### config.mk
export PLATFORM = sky130hd
export DESIGN_NAME = ptm_walker
export DESIGN_NICKNAME = d
export VERILOG_FILES = /design/src/design/ptm_pkg.sv /design/src/design/ptm_walker.sv
export SDC_FILE = /design/constraint.sdc
export NUM_CORES = 1
export LEC_CHECK = 0
export ABC_AREA = 1
export BUFFER_PORTS_ARGS = -buffer_cell sky130_fd_sc_hd__buf_2
export CAP_MARGIN = 20
export CELL_PAD_IN_SITES_DETAIL_PLACEMENT = 1
export CELL_PAD_IN_SITES_GLOBAL_PLACEMENT = 1
export CORE_MARGIN = 2
export CORE_UTILIZATION = 37
export DETAILED_ROUTE_END_ITERATION = 10
export PLACE_DENSITY_LB_ADDON = 0.15
export SYNTH_ARGS = -nofsm -noshare
export SYNTH_HDL_FRONTEND = slang
export SYNTH_SLANG_ARGS = --single-unit
### constraint.sdc
create_clock -name clk -period 9.7 [get_ports clk]
set_input_delay 1.94 -clock clk [delete_from_list [all_inputs] [get_ports clk]]
set_output_delay 1.94 -clock clk [all_outputs]
set_load 0.02 [all_outputs]
### src/design/ptm_pkg.sv
// Shared types, codes and sizes for the four-level page table manager.
// No dependencies; imported by every module of the block.
`timescale 1ns / 1ps
`default_nettype none

package ptm_pkg;

  localparam int TABLE_FRAMES = 64;
  localparam int IDX_W        = 9;
  localparam int FRAME_W      = $clog2(TABLE_FRAMES);
  localparam int STORE_DEPTH  = TABLE_FRAMES * (1 << IDX_W);
  localparam int STORE_AW     = FRAME_W + IDX_W;
  localparam int NF_W         = 11;
  localparam int VA_W         = 48;
  localparam int PA_W         = 52;
  localparam int PFN_W        = 40;
  localparam int ENTRY_W      = 64;
  localparam int OFF_W        = 12;
  localparam int IN_DATA_W    = 168;
  localparam int OUT_DATA_W   = 56;

  localparam int BIT_PRESENT = 0;
  localparam int BIT_WRITE   = 1;
  localparam int BIT_USER    = 2;

  typedef enum logic [1:0] {
    ACT_MAP   = 2'd0,
    ACT_UNMAP = 2'd1,
    ACT_XLATE = 2'd2,
    ACT_NONE  = 2'd3
  } ptm_action_t;

  typedef enum logic [1:0] {
    STAT_OK       = 2'd0,
    STAT_NOMEM    = 2'd1,
    STAT_MAPPED   = 2'd2,
    STAT_UNMAPPED = 2'd3
  } ptm_status_t;

  typedef enum logic [2:0] {
    ST_INIT,
    ST_IDLE,
    ST_READ,
    ST_CHECK,
    ST_ZERO,
    ST_LINK,
    ST_DONE
  } ptm_state_t;

  typedef struct packed {
    ptm_action_t        action;
    logic [VA_W-1:0]    virt_addr;
    logic [PA_W-1:0]    phys_addr;
    logic [ENTRY_W-1:0] map_flags;
  } ptm_req_t;

  typedef struct packed {
    ptm_status_t     status;
    logic [PA_W-1:0] translated_addr;
  } ptm_rsp_t;

  typedef struct packed {
    logic                we;
    logic [STORE_AW-1:0] waddr;
    logic [ENTRY_W-1:0]  wdata;
    logic [STORE_AW-1:0] raddr;
  } ptm_mem_req_t;

endpackage

`default_nettype wire

### src/design/ptm_walker.sv
// Walk sequencer: one entry check unit reused per level, frame zeroing and
// bump allocation. Depends on ptm_pkg; drives the ptm_store ports.
`timescale 1ns / 1ps
`default_nettype none

module ptm_walker
  import ptm_pkg::*;
(
  input  wire logic               clk,
  input  wire logic               rst,
  input  wire logic               req_valid,
  input  wire ptm_req_t           req_in,
  output logic                    req_ready,
  output logic                    rsp_valid,
  input  wire logic               rsp_ready,
  output ptm_rsp_t                rsp,
  output ptm_mem_req_t            mem_req,
  input  wire logic [ENTRY_W-1:0] rdata
);

  ptm_state_t          state, state_next;
  ptm_req_t            req, req_next;
  logic [1:0]          level, level_next;
  logic [FRAME_W-1:0]  frame, frame_next;
  logic [IDX_W-1:0]    cnt, cnt_next;
  logic [NF_W-1:0]     nf, nf_next;
  ptm_status_t         status, status_next;
  logic [PA_W-1:0]     addr, addr_next;

  logic [IDX_W-1:0]    idx;
  logic [PFN_W-1:0]    child;
  logic                present;
  logic                child_ok;
  logic                nf_ok;
  logic [FRAME_W-1:0]  zero_frame;
  logic [ENTRY_W-1:0]  link_entry;
  logic [ENTRY_W-1:0]  leaf_entry;

  always_comb begin
    case (level)
      2'd3:    idx = req.virt_addr[47:39];
      2'd2:    idx = req.virt_addr[38:30];
      2'd1:    idx = req.virt_addr[29:21];
      default: idx = req.virt_addr[20:12];
    endcase
  end

  // Entry decode for the word read at the current level.
  assign present  = rdata[BIT_PRESENT];
  assign child    = rdata[PA_W-1:OFF_W];
  assign child_ok = child < PFN_W'(TABLE_FRAMES);
  assign nf_ok    = nf < NF_W'(TABLE_FRAMES);

  assign zero_frame = (state == ST_INIT) ? '0 : nf[FRAME_W-1:0];

  always_comb begin
    link_entry = '0;
    link_entry[PA_W-1:OFF_W] = PFN_W'(nf);
    link_entry[BIT_PRESENT]  = 1'b1;
    link_entry[BIT_WRITE]    = 1'b1;
    link_entry[BIT_USER]     = req.map_flags[BIT_USER];
  end

  always_comb begin
    leaf_entry = '0;
    leaf_entry[PA_W-1:OFF_W] = req.phys_addr[PA_W-1:OFF_W];
    leaf_entry = leaf_entry | req.map_flags;
    leaf_entry[BIT_PRESENT] = 1'b1;
  end

  always_ff @(posedge clk) begin
    if (rst) begin
      state <= ST_INIT;
      cnt   <= '0;
      nf    <= NF_W'(1);
    end else begin
      state <= state_next;
      cnt   <= cnt_next;
      nf    <= nf_next;
    end
  end

  always_ff @(posedge clk) begin
    req    <= req_next;
    level  <= level_next;
    frame  <= frame_next;
    status <= status_next;
    addr   <= addr_next;
  end

  always_comb begin
    state_next  = state;
    req_next    = req;
    level_next  = level;
    frame_next  = frame;
    cnt_next    = cnt;
    nf_next     = nf;
    status_next = status;
    addr_next   = addr;
    mem_req       = '0;
    mem_req.raddr = {frame, idx};
    req_ready   = 1'b0;
    rsp_valid   = 1'b0;

    unique case (state)
      ST_INIT, ST_ZERO: begin
        mem_req.we    = 1'b1;
        mem_req.waddr = {zero_frame, cnt};
        mem_req.wdata = '0;
        cnt_next      = cnt + IDX_W'(1);
        if (&cnt) begin
          state_next = (state == ST_INIT) ? ST_IDLE : ST_LINK;
        end
      end
      ST_IDLE: begin
        req_ready = 1'b1;
        if (req_valid) begin
          req_next    = req_in;
          level_next  = 2'd3;
          frame_next  = '0;
          status_next = STAT_OK;
          addr_next   = '0;
          state_next  = (req_in.action == ACT_NONE) ? ST_DONE : ST_READ;
        end
      end
      ST_READ: begin
        state_next = ST_CHECK;
      end
      ST_CHECK: begin
        if (level != 2'd0) begin
          if (present && child_ok) begin
            frame_next = child[FRAME_W-1:0];
            level_next = level - 2'd1;
            state_next = ST_READ;
          end else if (req.action == ACT_MAP) begin
            if (!present && nf_ok) begin
              cnt_next   = '0;
              state_next = ST_ZERO;
            end else begin
              status_next = STAT_NOMEM;
              state_next  = ST_DONE;
            end
          end else begin
            status_next = STAT_UNMAPPED;
            state_next  = ST_DONE;
          end
        end else begin
          state_next    = ST_DONE;
          mem_req.waddr = {frame, idx};
          case (req.action)
            ACT_MAP: begin
              if (present) begin
                status_next = STAT_MAPPED;
              end else begin
                mem_req.we    = 1'b1;
                mem_req.wdata = leaf_entry;
              end
            end
            ACT_UNMAP: begin
              if (present) begin
                mem_req.we    = 1'b1;
                mem_req.wdata = '0;
              end else begin
                status_next = STAT_UNMAPPED;
              end
            end
            default: begin
              if (present) begin
                addr_next = {rdata[PA_W-1:OFF_W], req.virt_addr[OFF_W-1:0]};
              end else begin
                status_next = STAT_UNMAPPED;
              end
            end
          endcase
        end
      end
      ST_LINK: begin
        // The fresh frame is zero now; hook it into the parent slot.
        mem_req.we    = 1'b1;
        mem_req.waddr = {frame, idx};
        mem_req.wdata = link_entry;
        frame_next    = nf[FRAME_W-1:0];
        nf_next       = nf + NF_W'(1);
        level_next    = level - 2'd1;
        state_next    = ST_READ;
      end
      ST_DONE: begin
        rsp_valid = 1'b1;
        if (rsp_ready) begin
          state_next = ST_IDLE;
        end
      end
      default: begin
        state_next = ST_IDLE;
      end
    endcase
  end

  assign rsp.status          = status;
  assign rsp.translated_addr = addr;

endmodule

`default_nettype wire

After elaboration in Yosys (flattened, before gate mapping)
Index checks and enable logic that the tools add are counted.
{ "totals": {"ff_bits": 251, "inputBits": 234, "out_inout_bits": 151, "elab_cells": 109} }
{ "classes": {"add_sub_neg": 3, "n_lt_le_gt_ge": 2, "eq_ne": 26, "mux": 48, "n_bitwise": 1, "reduce_logical": 18} }
{ "op_table": {"columns": ["operator", "n"], "rows": [
  ["one-hot mux 80 bit (3 select lines)", 1],
  ["two-way mux 52 bit", 4],
  ["two-way mux 64 bit", 2],
  ["one-hot mux 52 bit (2 select lines)", 1],
  ["two-way mux 80 bit", 1],
  ["bitwise OR 52 x 64 -> 64 bit", 1],
  ["< comparator 40 x 7 -> 1 bit (second input constant)", 1],
  ["two-way mux 9 bit", 4],
  ["one-hot mux 9 bit (3 select lines)", 1],
  ["two-way mux 2 bit", 12],
  ["two-way mux 3 bit", 8],
  ["two-way mux 6 bit", 4],
  ["inequality test 2 bit (second input constant)", 11],
  ["one-hot mux 3 bit (6 select lines)", 1],
  ["one-hot mux 6 bit (3 select lines)", 1],
  ["one-hot mux 9 bit (2 select lines)", 1],
  ["inequality test 4 bit (second input constant)", 3],
  ["adder 11 x 1 -> 11 bit (second input constant)", 1],
  ["< comparator 11 x 7 -> 1 bit (second input constant)", 1],
  ["AND reduction 5 bit", 2],
  ["adder 9 x 1 -> 9 bit (second input constant)", 1],
  ["equality test 3 bit (second input constant)", 3],
  ["AND reduction 9 bit", 1],
  ["equality test 2 bit (second input constant)", 3],
  ["other kinds (20)", 29]
]} }

Longest topological paths before layout
Gate-level depths: netlist (run 1).
{ "depth": {"word_depth": 7, "ltp_mapped": 11, "depth_no_buf": 10} }

Worst setup path after synthesis (run 1)
No wires, ideal clock.
{ "synth_path": {"path_kind": "input to register", "start": "input port req_valid", "end": "register req (netlist bit link_entry[2]), enable pin", "setup_ns": 0.668, "arrival_ns": 8.313, "required_time_ns": 9.032, "path_slack_ns": 0.718, "path_stages": 2, "n_path_buf": 0, "cell_sequence": "inv_1 nor2_1"} }
{ "synth_via": {"elab_chain_len": 1} }
{ "synth_lines": {"columns": ["element", "line_no", "rtl"], "rows": [
  ["from (decl)", "ptm_walker.sv:11", "input wire logic req_valid,"],
  ["AND reduction 2 bit (no line)", null, null],
  ["to (signal assigned)", "ptm_walker.sv:84", "req <= req_next;"],
  ["to (decl)", "ptm_walker.sv:22", "ptm_req_t req, req_next;"]
]} }
No other way between the ends.
A chain may end at the register's enable or synchronous reset.

==> flow_summary.ini, run 1 <==
[final_layout]
seqCellArea_um2 = 6920
finalInstanceArea_um2 = 12500
multi_input_area_um2 = 2040
fillers = 2802
nNetsFinal = 1400
layout-drive-gt1-share_pct = 34.7
syn_to_final_growth_pct = 31.2

[global_route]
grtUsageTotal_pct = 18.9
grt_pass1_wl_um = 39300
grtUsageMet2_pct = 32.1
grt_most_used_layer = met2
grt-ovfl-total = 0
antenna_found_initial = 4
grt_pass1_vias = 7250
grt_start_max_net_pins = 82
grtUsageMet1_pct = 22.9
use_met3_pct = 5.58

[power_and_ir_drop]
power.leakage_nw = 5.44
ir_worst_vdd_mv = 0.137
power.density_nw_per_um2 = 176
total_power_w = 0.00220

[min_path]
min-delay-path-class = reg -> reg
holdPathEnd = nf[6]$_SDFFE_PP0P_
whs_path_depth = 2
hold_start = nf[5]$_SDFFE_PP0P_

[die]
start_util_pct = 37.7
fp.dieArea_um2 = 27000
ios = 385
die_h_um = 164
rows = 58
core_um2 = 25200
die_x_um = 164

[clock_network]
cts_tree = yes
cts.reportedPaths.clkPinSlew_ns = 0.06
hold_buffers = 0
h-tree-depth = 1
clock_sinks = 238
root_buffer = clkbuf_16
clockBufferDepth = 3
postCtsResizedCells = 0
clk_latency_ns = 0.54
postCtsSetupBuffers = 0
cts_made_buffers = 27

[routing]
ant_nets = 0
drt-wirelength-per-cell_um = 17.2
viasPerCell = 4.64
drt-total-wl_um = 26000
drt_iter0_drc = 440
dr.pass1.iters = 4
drc = 0
vias = 7019

[critical_path]
r2r_start = state[1]$_SDFFE_PP0P_
r2r_end = req[130]$_DFFE_PP_
reg2reg_depth = 7
cp-end-kind = primary output
path_max_fanout = 64
cp_data_arrival_time_ns = 3.74
rrSetupSlack_ns = 6.54
worstPathRequired_ns = 7.76
critical_path_class = reg -> out
startpoint_type = flip-flop

[timing]
final-hold-violation-count = 0
maxSlewViolCount = 0
fin_tns_setup_ns = 0
period_share_pct = 58.6
slew_headroom_pct = 28.5
fin_skew_ns = 0.00947
tightest_slew_ns = 1.07
rsz0062_at_grt = no
setup-violations-final = 0
post-route-min-period_ns = 5.68
fmax_ghz = 0.176
fin_hold_ws_ns = 0.485

[logic_synthesis]
syn-num-nets = 1042
syn_area_um2 = 9500
ys_ff_latch = 238
synth_cell_types = 37
netlist_instances = 801
yosysSeqAreaShare_pct = 72.8
yosys.area.top_type = edfxtp_1
yosys_warnings = 0
syn_avg_cell_area_um2 = 11.9
synthTopCellsByArea = edfxtp_1, nor2_1, dfxtp_1
yosys.area.top_type_share_pct = 68.0

[placement]
place_hpwl_um = 18500
dpl_cell_area_um2 = 11600
portBuffers = 348
place.gp.congestion = 0.768

[flow_run]
maxCapViolCount = 0

[run_status]
status = completed
==> per-layer routing <==
metal	vias up	share of wire, %
li1	3403	-
met1	3289	39
met2	272	48
met3	53	9.1
met4	2	3.2
met5	-	0.062
==> logic make-up (layout without fill, tap and decap cells) <==
kind of cell             count (synthesis)  after routing  synth area share [%]
AND/OR/NAND/NOR                        336            336                  14.5
flip-flops                             238            238                  72.8
buffers and inverters                  133            512                  5.84
AO/OA/AOI/OAI                           79             79                  5.15
XOR/XNOR                                 8              8                 0.738
adder cells (fa/ha/maj)                  7              7                 0.922
other                                    0              3                     0
==> how the worst max path moves through the flow <==
stage,to,slack (ns),startpoint,depth (start not counted)
2_1_floorplan,link_entry[2]$_DFFE_PP_,0.72,req_valid,2
4_1_cts,mem_req[17],3.91,level[0]$_SDFFCE_PN1P_,8
6_report,mem_req[17],4.02,level[0]$_SDFFCE_PN1P_,8
5_1_grt,mem_req[17],3.67,level[0]$_SDFFCE_PN1P_,8
3_3_place_gp,mem_req[16],4.40,rdata[0],7
3_5_place_dp,mem_req[16],4.36,rdata[0],7
==> critical path: stages (launching register included) <==
cell      delay (ns)
edfxtp_1        0.45
inv_1           0.12
ha_1            0.52
clkinv_1        0.70
nor2_8          0.41
nand3_2         0.11
buf_4           0.32
a21boi_0        0.29
buf_2           0.20
==> flip-flops by register name (all words and copies together) (netlist names) <==
signal	flops
req	152
addr	52
nf	11
cnt	9
frame	6
state	3
level	2
status	2
link_entry	1
==> layout by cell type, fill, tap and decap left out, types with 2 or more instances in the layout <==
cell       instances
buf_2            348
edfxtp_1         215
nor2_1           198
inv_1            104
nand2_1           99
clkbuf_16         27
dfxtp_1           23
a21oi_1           21
nand3_1           19
o21ai_0           16
o22ai_1           14
clkinv_2          10
xor2_1             8
ha_1               7
o2bb2ai_1          6
nand4_1            6
clkinv_1           5
a31oi_1            5
nor3_1             5
buf_4              5
nor2_4             4
a22oi_1            4
bufinv_16          4
diode_2            3
inv_2              3
clkbuf_1           3
nor2_8             2
o221ai_1           2
o211ai_1           2
o21a_1             2
==> stage by stage <==
step | utilization, % | cells | worst slack (ns)
detailed placement | 45.9 | 1460 | 4.36
global route | 49.5 | 1511 | 3.67
CTS | 49.5 | 1510 | 3.91
global placement | 45.9 | 1460 | 4.40
finish | 49.5 | 1513 | 4.02
floorplan | - | 801 | 0.718
==> synthesized netlist by cell type (all sizes together) <==
cell type and count:
a41oi 1, o31ai 1, clkinv 1, o211a 1
o211ai 2, a21boi 2, edfxtp 215, nand3 20
o22ai 14, clkbuf 9, a22oi 4, xor2 8
o221ai 2, dfxtp 23, o21a 2, inv 108
nor2 204, ha 7, buf 15, nor4 1
a21oi 21, nand4 6, o21ai 17, a31oi 5
nand2 100, a22o 1, o2bb2ai 6, nor3 5
==> area by class of cell <==
cell class	count	area share (%)
multi-input combinational	430	16.4
tap	330	3.31
timing repair buffer	353	14.3
sequential	238	55.5
antenna	3	0.0602
inverter	109	3.30
clock buffer	30	5.51
clock inverter	20	1.63
==> report_power, final <==
| part | switching [W] | leakage [nW] | total (W) | internal (W) |
|---|---|---|---|---|
| clock | 0.000409 | 0.447 | 0.00102 | 0.000615 |
| sequential | 0.00000148 | 2.08 | 0.00111 | 0.00111 |
| combinational | 0.0000244 | 2.91 | 0.0000571 | 0.0000328 |
Note: power is estimated with default switching activity, not from simulation.
==> run 2: changes to the inputs <==
- CORE_UTILIZATION: 37 -> 33
- clock period: 9.7 -> 4.7 ns (I/O delays scaled with it)
==> run 2 against run 1 <==
Die area up 12%. Sequential share of layout area down 0.30 points. Setup slack worse by 3.2 ns. Utilization down 5.6 points. Cell area up 0.55%. Combinational power up 110%.
==> flow_summary.ini, run 2 (synthesis results as in run 1) <==
[critical_path]
path_max_fanout = 24
reg2reg_depth = 7
cp-end-kind = primary output
r2r_start = state[2]$_SDFFE_PP0P_
rrSetupSlack_ns = 2.12
worstPathRequired_ns = 3.76
cp_data_arrival_time_ns = 2.96
endpoint = mem_req[62]
r2r_end = frame[2]$_DFFE_PP_
critical_path.startpoint = level[0]$_SDFFCE_PN1P_
startpoint_type = flip-flop
critical_path_class = reg -> out

[timing]
fin_hold_ws_ns = 0.491
period_share_pct = 82.9
tightest_slew_ns = 1.11
rsz0062_at_grt = no
setup-violations-final = 0
maxSlewViolCount = 0
post-route-min-period_ns = 3.90
fin_skew_ns = 0.00862
slew_headroom_pct = 25.9
fin_tns_setup_ns = 0
final-hold-violation-count = 0
fmax_ghz = 0.257

[final_layout]
reg_top3 = req x152, addr x52, nf x11
largest_reg_flops = 152
syn_to_final_growth_pct = 32.0
finish.utilization_pct = 43.9
layout_commonest_cell = buf_2
nNetsFinal = 1404
layout-drive-gt1-share_pct = 34.5
top_register = req
layout_common_cells = buf_2, edfxtp_1, nor2_1, inv_1, nand2_1

[global_route]
grt-ovfl-total = 0
grt_start_max_net_pins = 82
grt_pass1_wl_um = 41000
antenna_found_initial = 5
grt_pass1_vias = 7373
grtUsageTotal_pct = 17.3

[clock_network]
cts.reportedPaths.clkPinSlew_ns = 0.06
postCtsResizedCells = 0
clockBufferDepth = 3
h-tree-depth = 1
postCtsSetupBuffers = 0
clk_latency_ns = 0.54
root_buffer = clkbuf_16
cts_tree = yes
clock_sinks = 238
cts_made_buffers = 27
hold_buffers = 0

[power_and_ir_drop]
power.leakage_nw = 5.42
ir_worst_vdd_mv = 0.290
power.density_nw_per_um2 = 358

[routing]
drc = 0
drt-wirelength-per-cell_um = 17.0
drt-total-wl_um = 26700
vias = 7014
ant_nets = 0
dr.pass1.iters = 4
drt_iter0_drc = 381
viasPerCell = 4.47

[die]
start_util_pct = 33.3
ios = 385
fp.dieArea_um2 = 30100
die_h_um = 174
core_um2 = 28500
rows = 62
die_x_um = 174

[placement]
portBuffers = 348
place_hpwl_um = 19200
place.gp.congestion = 0.745

[run_status]
status = completed

[flow_run]
maxCapViolCount = 0

[min_path]
min-delay-path-class = reg -> reg
hold_start = nf[5]$_SDFFE_PP0P_
run 2: cell types whose count changed in the layout (fill, tap and decap cells not counted), sizes merged:
cell | previous run | this run
bufinv | 4 | 3
clkinv | 16 | 10
clkinvlp | 0 | 3
clkbuf | 30 | 33
buf | 353 | 357
diode | 3 | 1
inv | 109 | 110
run 2: how the worst min path moves through the flow:
stage | slack [ns] | cells past startpoint | end
after floorplan | 0.45 | 2 | cnt[8]$_SDFFE_PP0P_
after global placement | 0.47 | 2 | nf[10]$_SDFFE_PP0P_
after detailed placement | 0.48 | 2 | nf[6]$_SDFFE_PP0P_
after CTS | 0.49 | 2 | nf[6]$_SDFFE_PP0P_
after global routing | 0.53 | 2 | cnt[7]$_SDFFE_PP0P_
final | 0.49 | 2 | nf[6]$_SDFFE_PP0P_
run 2: cell type report:
type | count | area (um^2)
Fill cell | 3278 | 16000
Sequential cell | 238 | 6920
Multi-Input combinational cell | 430 | 2040
Timing Repair Buffer | 357 | 1810
Clock buffer | 33 | 698
Tap cell | 384 | 480
Inverter | 109 | 412
Clock inverter | 17 | 168
Antenna cell | 1 | 2.50
run 2: per-stage QoR:
stage | total power (W) | instances | cell area [um^2] | setup slack (ns)
6_report | 0.00449 | 1569 | 12500 | 0.804
3_3_place_gp | 0.00246 | 1518 | 11700 | 1.14
3_5_place_dp | 0.00246 | 1518 | 11700 | 1.18
5_1_grt | 0.00466 | 1569 | 12500 | 0.527
2_1_floorplan | 0.00237 | 801 | 9500 | 0.407
4_1_cts | 0.00457 | 1568 | 12500 | 0.685
run 2: critical path: stages, from the launching register on:
cell and delay (ns):
edfxtp_1 0.43, inv_1 0.10, ha_1 0.17, clkinv_1 0.16
nor2_8 0.25, nand3_2 0.51, buf_4 0.44, nor2_1 0.14
buf_2 0.18
run 2: power breakdown:
part	internal (W)	total (W)	switching [W]	leakage, nW
Clock	0.00122	0.00207	0.000852	0.413
Combinational	0.0000677	0.000118	0.0000505	2.93
Sequential	0.00230	0.00230	0.00000335	2.08
Total	0.00359	0.00449	0.000906	5.42
run 2: layer usage:
metal | vias up | track usage [%] | routed length, um
met2 | 265 | 29.9 | 12800
met4 | 8 | 3.99 | 521
li1 | 3421 | - | -
met3 | 41 | 5.66 | 2350
met1 | 3279 | 21.1 | 10900
met5 | - | 0 | 52
